[src/hw/rtl/md5d_pkg.sv]
// Shared types, constants and round tables for the MD5 digest block.
// No dependencies; used by md5d_round and md5_message_digest.
package md5d_pkg;

  typedef logic [31:0] word_t;
  typedef logic [3:0][31:0] chain_t;

  // Control from the byte sequencer to the round unit
  typedef struct packed {
    logic start;   // begin compressing the 16 buffered words
    logic reinit;  // load the initial chaining values
  } md5d_ctl_t;

  localparam int unsigned BufWords = 16;
  localparam int unsigned WordAw   = 4;

  // Initial chaining values A, B, C, D
  localparam chain_t ChainInit = {32'h10325476, 32'h98badcfe, 32'hefcdab89, 32'h67452301};

  localparam logic [7:0] PadByte = 8'h80;

  // Message word used by round r
  function automatic logic [3:0] msg_index(input logic [5:0] r);
    logic [3:0] lo;
    logic [3:0] k;
    lo = r[3:0];
    unique case (r[5:4])
      2'd0:    k = lo;
      2'd1:    k = 4'(lo * 4'd5 + 4'd1);
      2'd2:    k = 4'(lo * 4'd3 + 4'd5);
      default: k = 4'(lo * 4'd7);
    endcase
    return k;
  endfunction

  // Left rotate amount for round r
  function automatic logic [4:0] rot_amount(input logic [5:0] r);
    logic [4:0] s;
    unique case ({r[5:4], r[1:0]})
      4'h0: s = 5'd7;
      4'h1: s = 5'd12;
      4'h2: s = 5'd17;
      4'h3: s = 5'd22;
      4'h4: s = 5'd5;
      4'h5: s = 5'd9;
      4'h6: s = 5'd14;
      4'h7: s = 5'd20;
      4'h8: s = 5'd4;
      4'h9: s = 5'd11;
      4'ha: s = 5'd16;
      4'hb: s = 5'd23;
      4'hc: s = 5'd6;
      4'hd: s = 5'd10;
      4'he: s = 5'd15;
      default: s = 5'd21;
    endcase
    return s;
  endfunction

  // Additive constant for round r (integer part of |sin(r+1)| * 2^32)
  function automatic word_t sine_const(input logic [5:0] r);
    word_t t;
    unique case (r)
      6'd0:  t = 32'hd76aa478;  6'd1:  t = 32'he8c7b756;
      6'd2:  t = 32'h242070db;  6'd3:  t = 32'hc1bdceee;
      6'd4:  t = 32'hf57c0faf;  6'd5:  t = 32'h4787c62a;
      6'd6:  t = 32'ha8304613;  6'd7:  t = 32'hfd469501;
      6'd8:  t = 32'h698098d8;  6'd9:  t = 32'h8b44f7af;
      6'd10: t = 32'hffff5bb1;  6'd11: t = 32'h895cd7be;
      6'd12: t = 32'h6b901122;  6'd13: t = 32'hfd987193;
      6'd14: t = 32'ha679438e;  6'd15: t = 32'h49b40821;
      6'd16: t = 32'hf61e2562;  6'd17: t = 32'hc040b340;
      6'd18: t = 32'h265e5a51;  6'd19: t = 32'he9b6c7aa;
      6'd20: t = 32'hd62f105d;  6'd21: t = 32'h02441453;
      6'd22: t = 32'hd8a1e681;  6'd23: t = 32'he7d3fbc8;
      6'd24: t = 32'h21e1cde6;  6'd25: t = 32'hc33707d6;
      6'd26: t = 32'hf4d50d87;  6'd27: t = 32'h455a14ed;
      6'd28: t = 32'ha9e3e905;  6'd29: t = 32'hfcefa3f8;
      6'd30: t = 32'h676f02d9;  6'd31: t = 32'h8d2a4c8a;
      6'd32: t = 32'hfffa3942;  6'd33: t = 32'h8771f681;
      6'd34: t = 32'h6d9d6122;  6'd35: t = 32'hfde5380c;
      6'd36: t = 32'ha4beea44;  6'd37: t = 32'h4bdecfa9;
      6'd38: t = 32'hf6bb4b60;  6'd39: t = 32'hbebfbc70;
      6'd40: t = 32'h289b7ec6;  6'd41: t = 32'heaa127fa;
      6'd42: t = 32'hd4ef3085;  6'd43: t = 32'h04881d05;
      6'd44: t = 32'hd9d4d039;  6'd45: t = 32'he6db99e5;
      6'd46: t = 32'h1fa27cf8;  6'd47: t = 32'hc4ac5665;
      6'd48: t = 32'hf4292244;  6'd49: t = 32'h432aff97;
      6'd50: t = 32'hab9423a7;  6'd51: t = 32'hfc93a039;
      6'd52: t = 32'h655b59c3;  6'd53: t = 32'h8f0ccc92;
      6'd54: t = 32'hffeff47d;  6'd55: t = 32'h85845dd1;
      6'd56: t = 32'h6fa87e4f;  6'd57: t = 32'hfe2ce6e0;
      6'd58: t = 32'ha3014314;  6'd59: t = 32'h4e0811a1;
      6'd60: t = 32'hf7537e82;  6'd61: t = 32'hbd3af235;
      6'd62: t = 32'h2ad7d2bb;  default: t = 32'heb86d391;
    endcase
    return t;
  endfunction

endpackage

[src/hw/rtl/md5d_ram.sv]
// Generic simple dual-port RAM: one write port, one registered read port.
// No dependencies.
module md5d_ram #(
  parameter int unsigned WIDTH = 32,
  parameter int unsigned DEPTH = 16
) (
  input  logic                     clk,
  input  logic                     we,
  input  logic [$clog2(DEPTH)-1:0] waddr,
  input  logic [WIDTH-1:0]         wdata,
  input  logic [$clog2(DEPTH)-1:0] raddr,
  output logic [WIDTH-1:0]         rdata
);

  logic [WIDTH-1:0] mem [DEPTH];

  // Write port and registered read
  always_ff @(posedge clk) begin
    if (we) begin
      mem[waddr] <= wdata;
    end
    rdata <= mem[raddr];
  end

endmodule

[src/hw/rtl/md5d_round.sv]
// MD5 compression unit: one shared round datapath stepped 64 times per block,
// plus the chaining words. Depends on md5d_pkg; reads the block buffer RAM.
module md5d_round (
  input  logic                           clk,
  input  logic                           rst_n,
  input  md5d_pkg::md5d_ctl_t            ctl,
  output logic [md5d_pkg::WordAw-1:0]    raddr,
  input  md5d_pkg::word_t                rdata,
  output md5d_pkg::chain_t               chain,
  output logic                           done
);

  localparam logic [1:0] R_IDLE = 2'd0;
  localparam logic [1:0] R_PRE  = 2'd1;
  localparam logic [1:0] R_RUN  = 2'd2;
  localparam logic [1:0] R_FOLD = 2'd3;

  logic [1:0]       state_r, state_nxt;
  logic [5:0]       rnd_r, rnd_nxt;
  md5d_pkg::word_t  a_r, b_r, c_r, d_r, pre_r;
  md5d_pkg::word_t  a_nxt, b_nxt, c_nxt, d_nxt, pre_nxt;
  md5d_pkg::chain_t chain_r, chain_nxt;

  logic [5:0]       rnd_p1, rnd_p2;
  md5d_pkg::word_t  f_val, sum, rot;
  logic [63:0]      dbl;

  assign rnd_p1 = rnd_r + 6'd1;
  assign rnd_p2 = rnd_r + 6'd2;

  // Round function, selected by quarter
  always_comb begin
    case (rnd_r[5:4])
      2'd0:    f_val = (b_r & c_r) | (~b_r & d_r);
      2'd1:    f_val = (d_r & b_r) | (~d_r & c_r);
      2'd2:    f_val = b_r ^ c_r ^ d_r;
      default: f_val = c_r ^ (b_r | ~d_r);
    endcase
  end

  // pre_r already holds a + K[r] + W[k]
  assign sum = pre_r + f_val;
  assign dbl = {sum, sum} << md5d_pkg::rot_amount(rnd_r);
  assign rot = dbl[63:32];

  // Read one round ahead so the next pre-sum sees its message word
  always_comb begin
    unique case (state_r)
      R_PRE:   raddr = md5d_pkg::msg_index(6'd1);
      R_RUN:   raddr = md5d_pkg::msg_index(rnd_p2);
      default: raddr = '0;
    endcase
  end

  // Sequencer and datapath next state
  always_comb begin
    state_nxt = state_r;
    rnd_nxt   = rnd_r;
    a_nxt     = a_r;
    b_nxt     = b_r;
    c_nxt     = c_r;
    d_nxt     = d_r;
    pre_nxt   = pre_r;
    chain_nxt = chain_r;
    done      = 1'b0;
    unique case (state_r)
      R_IDLE: begin
        if (ctl.start) begin
          state_nxt = R_PRE;
        end
      end
      R_PRE: begin
        a_nxt     = chain_r[0];
        b_nxt     = chain_r[1];
        c_nxt     = chain_r[2];
        d_nxt     = chain_r[3];
        pre_nxt   = chain_r[0] + md5d_pkg::sine_const(6'd0) + rdata;
        rnd_nxt   = '0;
        state_nxt = R_RUN;
      end
      R_RUN: begin
        a_nxt   = d_r;
        d_nxt   = c_r;
        c_nxt   = b_r;
        b_nxt   = b_r + rot;
        pre_nxt = d_r + md5d_pkg::sine_const(rnd_p1) + rdata;
        rnd_nxt = rnd_p1;
        if (rnd_r == 6'd63) begin
          state_nxt = R_FOLD;
        end
      end
      default: begin
        chain_nxt[0] = chain_r[0] + a_r;
        chain_nxt[1] = chain_r[1] + b_r;
        chain_nxt[2] = chain_r[2] + c_r;
        chain_nxt[3] = chain_r[3] + d_r;
        done         = 1'b1;
        state_nxt    = R_IDLE;
      end
    endcase
    if (ctl.reinit) begin
      chain_nxt = md5d_pkg::ChainInit;
    end
  end

  // Control and chaining registers
  always_ff @(posedge clk) begin
    if (!rst_n) begin
      state_r <= R_IDLE;
      rnd_r   <= '0;
      chain_r <= md5d_pkg::ChainInit;
    end else begin
      state_r <= state_nxt;
      rnd_r   <= rnd_nxt;
      chain_r <= chain_nxt;
    end
  end

  // Working variables
  always_ff @(posedge clk) begin
    a_r   <= a_nxt;
    b_r   <= b_nxt;
    c_r   <= c_nxt;
    d_r   <= d_nxt;
    pre_r <= pre_nxt;
  end

  assign chain = chain_r;

endmodule

[src/hw/rtl/md5_message_digest.sv]
// MD5 digest top level: byte intake, padding sequencer and digest output.
// Depends on md5d_pkg, md5d_ram and md5d_round.

// Computes the MD5 digest of a byte stream. Each input transaction carries at
// most one message byte (in_tuser high) and may end the message (in_tlast).
// Bytes are taken one per cycle until a 64-byte block is full; the block is
// then compressed by a single round unit that does one MD5 round per cycle,
// and in_tready stays low while it runs (start, pre-sum, 64 rounds, chaining
// add). At the end of a message the sequencer writes padding words, one per
// cycle outside the compressions and up to 16 per block, and runs one or two
// more compressions, then presents the digest as four output transactions,
// word A first, with out_tlast on word D. The block accepts no input until
// the last digest word has been taken, and then starts afresh.
module md5_message_digest (
  input  logic        clk,
  input  logic        rst_n,
  input  logic        in_tvalid,
  output logic        in_tready,
  input  logic [7:0]  in_tdata,   // [7:0] data_byte
  input  logic        in_tuser,   // [0] has_byte
  input  logic        in_tlast,   // end_of_message
  output logic        out_tvalid,
  input  logic        out_tready,
  output logic [31:0] out_tdata,  // [31:0] digest_word
  output logic [1:0]  out_tuser,  // [1:0] word_index
  output logic        out_tlast   // last_word
);

  localparam logic [2:0] ST_IDLE   = 3'd0;
  localparam logic [2:0] ST_CSTART = 3'd1;
  localparam logic [2:0] ST_CWAIT  = 3'd2;
  localparam logic [2:0] ST_PAD1   = 3'd3;
  localparam logic [2:0] ST_PADZ   = 3'd4;
  localparam logic [2:0] ST_PADL   = 3'd5;
  localparam logic [2:0] ST_OUT    = 3'd6;

  // What follows a compression
  localparam logic [1:0] POST_IDLE = 2'd0;
  localparam logic [1:0] POST_PAD  = 2'd1;
  localparam logic [1:0] POST_ZERO = 2'd2;
  localparam logic [1:0] POST_OUT  = 2'd3;

  logic [2:0]  state_r, state_nxt;
  logic [5:0]  fill_r, fill_nxt;
  logic [63:0] bits_r, bits_nxt;
  logic [3:0]  wcnt_r, wcnt_nxt;
  logic        len_blk_r, len_blk_nxt;
  logic [1:0]  post_r, post_nxt;
  logic [1:0]  oidx_r, oidx_nxt;
  logic [31:0] word_buf_r, word_buf_nxt;

  logic                        in_acc, out_acc;
  logic                        ram_we;
  logic [md5d_pkg::WordAw-1:0] ram_waddr, ram_raddr;
  md5d_pkg::word_t             ram_wdata, ram_rdata;
  md5d_pkg::md5d_ctl_t         ctl;
  md5d_pkg::chain_t            chain;
  logic                        cmp_done;
  md5d_pkg::word_t             pad_word;

  assign in_tready = (state_r == ST_IDLE);
  assign in_acc    = in_tvalid & in_tready;
  assign out_acc   = out_tvalid & out_tready;

  // First padding word: kept bytes, 0x80 marker, zeros above
  always_comb begin
    for (int j = 0; j < 4; j++) begin
      if (2'(j) < fill_r[1:0]) begin
        pad_word[8*j +: 8] = word_buf_r[8*j +: 8];
      end else if (2'(j) == fill_r[1:0]) begin
        pad_word[8*j +: 8] = md5d_pkg::PadByte;
      end else begin
        pad_word[8*j +: 8] = 8'h00;
      end
    end
  end

  // Main sequencer
  always_comb begin
    state_nxt    = state_r;
    fill_nxt     = fill_r;
    bits_nxt     = bits_r;
    wcnt_nxt     = wcnt_r;
    len_blk_nxt  = len_blk_r;
    post_nxt     = post_r;
    oidx_nxt     = oidx_r;
    word_buf_nxt = word_buf_r;
    ram_we       = 1'b0;
    ram_waddr    = fill_r[5:2];
    ram_wdata    = {in_tdata, word_buf_r[23:0]};
    ctl          = '0;
    unique case (state_r)
      ST_IDLE: begin
        if (in_acc) begin
          if (in_tuser) begin
            word_buf_nxt[8*fill_r[1:0] +: 8] = in_tdata;
            fill_nxt = fill_r + 6'd1;
            bits_nxt = bits_r + 64'd8;
            ram_we   = (fill_r[1:0] == 2'd3);
          end
          if (in_tuser && fill_r == 6'd63) begin
            state_nxt = ST_CSTART;
            post_nxt  = in_tlast ? POST_PAD : POST_IDLE;
          end else if (in_tlast) begin
            state_nxt = ST_PAD1;
          end
        end
      end
      ST_PAD1: begin
        ram_we    = 1'b1;
        ram_wdata = pad_word;
        case (fill_r[5:2])
          4'd15: begin
            state_nxt = ST_CSTART;
            post_nxt  = POST_ZERO;
          end
          4'd14: begin
            state_nxt   = ST_PADZ;
            wcnt_nxt    = 4'd15;
            len_blk_nxt = 1'b0;
          end
          4'd13: begin
            state_nxt = ST_PADL;
            wcnt_nxt  = 4'd14;
          end
          default: begin
            state_nxt   = ST_PADZ;
            wcnt_nxt    = fill_r[5:2] + 4'd1;
            len_blk_nxt = 1'b1;
          end
        endcase
      end
      ST_PADZ: begin
        ram_we    = 1'b1;
        ram_waddr = wcnt_r;
        ram_wdata = '0;
        if (len_blk_r && wcnt_r == 4'd13) begin
          state_nxt = ST_PADL;
          wcnt_nxt  = 4'd14;
        end else if (!len_blk_r && wcnt_r == 4'd15) begin
          state_nxt = ST_CSTART;
          post_nxt  = POST_ZERO;
        end else begin
          wcnt_nxt = wcnt_r + 4'd1;
        end
      end
      ST_PADL: begin
        // Bit length, low word first
        ram_we    = 1'b1;
        ram_waddr = wcnt_r;
        ram_wdata = wcnt_r[0] ? bits_r[63:32] : bits_r[31:0];
        if (wcnt_r == 4'd15) begin
          state_nxt = ST_CSTART;
          post_nxt  = POST_OUT;
        end else begin
          wcnt_nxt = 4'd15;
        end
      end
      ST_CSTART: begin
        ctl.start = 1'b1;
        state_nxt = ST_CWAIT;
      end
      ST_CWAIT: begin
        if (cmp_done) begin
          case (post_r)
            POST_IDLE: state_nxt = ST_IDLE;
            POST_PAD:  state_nxt = ST_PAD1;
            POST_ZERO: begin
              state_nxt   = ST_PADZ;
              wcnt_nxt    = 4'd0;
              len_blk_nxt = 1'b1;
            end
            default: begin
              state_nxt = ST_OUT;
              oidx_nxt  = 2'd0;
            end
          endcase
        end
      end
      ST_OUT: begin
        if (out_acc) begin
          oidx_nxt = oidx_r + 2'd1;
          if (oidx_r == 2'd3) begin
            ctl.reinit = 1'b1;
            fill_nxt   = '0;
            bits_nxt   = '0;
            state_nxt  = ST_IDLE;
          end
        end
      end
      default: state_nxt = ST_IDLE;
    endcase
  end

  // Control registers
  always_ff @(posedge clk) begin
    if (!rst_n) begin
      state_r   <= ST_IDLE;
      fill_r    <= '0;
      bits_r    <= '0;
      wcnt_r    <= '0;
      len_blk_r <= 1'b0;
      post_r    <= POST_IDLE;
      oidx_r    <= '0;
    end else begin
      state_r   <= state_nxt;
      fill_r    <= fill_nxt;
      bits_r    <= bits_nxt;
      wcnt_r    <= wcnt_nxt;
      len_blk_r <= len_blk_nxt;
      post_r    <= post_nxt;
      oidx_r    <= oidx_nxt;
    end
  end

  // Partial word under assembly
  always_ff @(posedge clk) begin
    word_buf_r <= word_buf_nxt;
  end

  // Block buffer, one 32-bit little-endian word per entry
  md5d_ram #(
    .WIDTH(32),
    .DEPTH(md5d_pkg::BufWords)
  ) u_buf (
    .clk  (clk),
    .we   (ram_we),
    .waddr(ram_waddr),
    .wdata(ram_wdata),
    .raddr(ram_raddr),
    .rdata(ram_rdata)
  );

  md5d_round u_round (
    .clk  (clk),
    .rst_n(rst_n),
    .ctl  (ctl),
    .raddr(ram_raddr),
    .rdata(ram_rdata),
    .chain(chain),
    .done (cmp_done)
  );

  // Digest output
  assign out_tvalid = (state_r == ST_OUT);
  assign out_tdata  = chain[oidx_r];
  assign out_tuser  = oidx_r;
  assign out_tlast  = (oidx_r == 2'd3);

endmodule

[config.mk]
export PLATFORM = sky130hd
export DESIGN_NAME = md5_message_digest
export DESIGN_NICKNAME = d
export VERILOG_FILES = /design/src/hw/rtl/md5d_pkg.sv /design/src/hw/rtl/md5d_ram.sv /design/src/hw/rtl/md5d_round.sv /design/src/hw/rtl/md5_message_digest.sv
export SDC_FILE = /design/constraint.sdc
export NUM_CORES = 2
export LEC_CHECK = 0
export BUFFER_PORTS_ARGS = -buffer_cell sky130_fd_sc_hd__buf_2
export CORE_MARGIN = 1.5
export CORE_UTILIZATION = 25
export CTS_CLUSTER_DIAMETER = 80
export DETAILED_ROUTE_END_ITERATION = 8
export PLACE_DENSITY = 0.42
export SLEW_MARGIN = 10
export SYNTH_ARGS = -nofsm -noshare
export SYNTH_HDL_FRONTEND = slang
export SYNTH_SLANG_ARGS = --single-unit
[constraint.sdc]
create_clock -name clk -period 6.78 [get_ports clk]
set_input_delay 0.678 -clock clk [delete_from_list [all_inputs] [get_ports clk]]
set_output_delay 0.678 -clock clk [all_outputs]
set_load 0.005 [all_outputs]
==> summary.log <==
INFO  timing         report.final.hold_viol_count=0
INFO  clocking       clk_pin_slew_worst_paths=60ps
INFO  floorplanning  dieWidth=490.3um
INFO  synth          yosys_register_bits=948
INFO  detailed_routing drc=0
INFO  detailed_routing avgRoutedWirePerCell=22.77um
INFO  synth          synthDominantAreaCellType=edfxtp_1
INFO  timing         final.setup.tns=-1122ps
INFO  clocking       htreeDepth=3
INFO  global_route   first_global_vias=47.01k
INFO  critical_path  cp_max_fo=26
INFO  synth          main_area_contributors_after_synthesis=edfxtp_1 35%, dfxtp_1 8.5%, ha_1 7.1%
INFO  synth          synth-edff-count=696
INFO  detailed_routing num_vias=47.04k
INFO  critical_path  crit_arrival=7600ps
INFO  global_route   congestion_overflow_gr=0
INFO  detailed_routing antenna_violating_nets_post_route=0
INFO  global_route   grt_first_pass_wirelength=317200um
INFO  synth          syn_area_per_cell=10.58squm
INFO  floorplanning  core_region_area=0.2356sqmm
INFO  synth          dominant_cell_by_count_in_the_synthesized_netlist=edfxtp_1
INFO  synth          syn_nets=5999
INFO  synth          synth_top_flop_cell=edfxtp_1
INFO  power          ir_drop=325.7uV
INFO  critical_path  setup.worst_path.class=flop to flop
INFO  run_status     failed_checks=negative setup slack
INFO  power          power_per_cell_area=447.5mW/mm^2
INFO  floorplanning  row_count=178
INFO  flow_run       maxCapViolations=0
INFO  timing         max_slew.worst_pin.slew=1149ps
INFO  power          power_switching=12.96mW
INFO  clocking       clock_insertion_delay_worst_skew=830ps
INFO  clocking       clockRootBuffer=clkbuf_16
INFO  place          post-place-cells=9186
INFO  detailed_routing dr.first_iter.drc_count=3489
INFO  clocking       cts_tree=done
INFO  timing         rsz0062_at_grt=true
INFO  floorplanning  initial_core_util=0.2519
INFO  clocking       clk_path_buf_depth=3
INFO  timing         clock.fmax=143.3MHz
INFO  global_route   maximum_number_of_pins_on_one_net_before_global_route_repair=86
INFO  synth          yosys.area.top_type_share=0.3521
INFO  timing         finClkSkew=84.33ps
INFO  power          p_int=20.04mW
INFO  layout         finalNonFillerCells=9466
INFO  detailed_routing wl=215500um
INFO  critical_path  cpMostUsedCell=buf_12
INFO  global_route   groute.usage.overall=0.1749
INFO  floorplanning  die-area=0.2404sqmm
INFO  critical_path  startpoint_type=flop
INFO  timing         post-route-worst-setup-slack=-196.3ps
INFO  floorplanning  fp.dieH=490.3um
INFO  clocking       clock_sink_count=948
INFO  detailed_routing routed_via_density=4.969
INFO  layout         finish.utilization=0.3130
INFO  power          power_frac_comb=0.586
INFO  layout         finalNetCount=6602
INFO  critical_path  critical-path-max-stage-delay=520ps
INFO  global_route   initial_antenna_violation_count=11
INFO  power          sw_frac_of_total=0.3927
INFO  synth          postSynth.asyncResetShare=0
INFO  timing         final.period_utilization=1.029
INFO  timing         holdWs=191.1ps
INFO  synth          list_of_most_frequent_post_synthesis_cells=696 x edfxtp_1, 436 x nand2_1, 409 x nor2_1
INFO  synth          ys_seq_area_frac=0.4371
INFO  detailed_routing drt_pre_antenna_iters=5
INFO  critical_path  cp_data_required_time=7410ps
INFO  floorplanning  boundaryPins=51
INFO  timing         timing.max_slew.rel_slack=0.2289
INFO  critical_path  crit_path_top_delay_cell=mux4_2
INFO  run_status     outcome=finished with violations
INFO  layout         areaGrowthSynthToFinish=24.26%
INFO  power          power.static_leakage=27.10nW
INFO  timing         timing.final.setup_violations=10
INFO  timing         slew_violations=0
INFO  clocking       ctsHoldBuffers=0
INFO  power          clock_power_share=0.191
INFO  place          dp.final_hpwl=156800um
INFO  clocking       cts_made_buffers=113
INFO  synth          cells_after_synth=5608
INFO  synth          netlist-cell-type-count=107
INFO  timing         final.min_clock_period=6976ps
INFO  min_path       hp-class=input port to flop
INFO  layout         layout-drive-gt1-share=0.2464
INFO  critical_path  worst_setup_path_end_kind=flop
INFO  synth          synth_area=0.05936sqmm
INFO  power          power_frac_seq=0.223
INFO  place          place.gp.congestion=0.9247
INFO  place          place.port_buffers=50
INFO  synth          yosysWarnings=0
==> per-stage QoR <==
stage / instance area [sq um] / power (mW) / worst slack, ps
global placement: 67910 / 24.22 / -821.5
finish: 73760 / 33.01 / -196.3
floorplan: 59410 / 16.88 / 11.57
global route: 73750 / 35.08 / -488.9
CTS: 73030 / 32.14 / -147.5
detailed placement: 67910 / 24.20 / -873.8
==> sequential cells by signal, indices dropped and copies added (netlist names), 24 cells and up, named ones only <==
signal and count:
u_round.pre_r 32, u_round.c_r 32, bits_r 61, u_round.chain 128, u_round.b_r 32, u_round.a_r 32
word_buf_r 24, u_round.d_r 32, u_buf.rdata 32, u_buf.mem 512
==> power groups by stage <==
stage	clock network (mW)	logic, mW	registers, mW
after floorplan	0	9.48	7.40
after detailed placement	0	16.8	7.44
final	6.30	19.3	7.36
after global routing	6.70	21.0	7.41
after CTS	6.48	18.3	7.35
after global placement	0	16.8	7.45
==> timing repair <==
item,in CTS,in global routing
gates resized for setup,201,100
buffers inserted,34,25
gates cloned,3,0
endpoints found under the setup margin,21,28
pin swaps,76,63
==> per-layer routing <==
layer	GRT usage	share of wire	wire, um
met2	0.2943	0.48	102700
met3	0.02058	0.035	7558
met1	0.2388	0.47	100500
met5	0	0	0
met4	0.03974	0.022	4849
==> placed cells by master, fill, tap and decap left out, types with 39 or more instances in the layout <==
cell       Yosys  final
nand4_1       39     39
nand3_1      109    104
a31oi_1       89     80
mux4_2       185    185
mux2_2       119    113
nor2_1       409    383
or3_1         49     47
and2_1        52     50
o21ai_0      398    346
dfxtp_1      252    247
buf_2         35     50
a21oi_1      391    363
fa_1          42     40
a211oi_1     111     98
mux2i_1      178    164
buf_4          7    687
o21a_1        41     41
ha_1         335    294
nor3_1        80     75
edfxtp_1     696    696
o211ai_1      60     60
clkbuf_16      0    114
and3_1        44     43
o21ai_1        5     40
nor2b_1       77     75
nand2_1      436    418
xnor2_1      190    176
xor2_1       108    106
inv_1        272    271
a21o_1       122    122
==> path summary, 6_finish.rpt <==
path	start	to	slack [ps]	depth (start not counted)
worst min-delay path	out_tready	out_tuser[1]	190	3
worst max register to register	u_round.rnd_r[4]	u_round.b_r[30]	-200	32
worst max-delay path	u_round.rnd_r[4]	u_round.b_r[30]	-200	32
worst min register to register	u_round.chain[127]	u_round.chain[127]	500	2
==> area by class of cell <==
cell class | instances | area, sq um
Fill cell | 24340 | 161900
Clock buffer | 160 | 3156
Antenna cell | 5 | 12.51
Clock inverter | 55 | 704.4
Inverter | 279 | 1054
Multi-Input combinational cell | 4093 | 32830
Timing Repair Buffer | 776 | 6103
Sequential cell | 948 | 25960
Tap cell | 3150 | 3941
==> critical path, delay by kind of cell (launching register included) <==
| family | cells | cell delay [ps] |
|---|---|---|
| AO/OA/AOI/OAI | 15 | 2840 |
| flip-flops | 1 | 360 |
| AND/OR/NAND/NOR | 6 | 860 |
| XOR/XNOR | 1 | 120 |
| adder cells (fa/ha/maj) | 2 | 520 |
| multiplexers | 3 | 1320 |
| buffers and inverters | 5 | 800 |
==> cells by family after synthesis <==
logic type	count (synthesis)	synth area share
fa+ha+maj	378	0.08495
buf+inv	567	0.03716
xor+xnor	299	0.04424
mux	482	0.1228
flops	948	0.4371
compound gates	1503	0.1605
simple gates	1431	0.1133
Note: power is estimated with default switching activity, not from simulation.
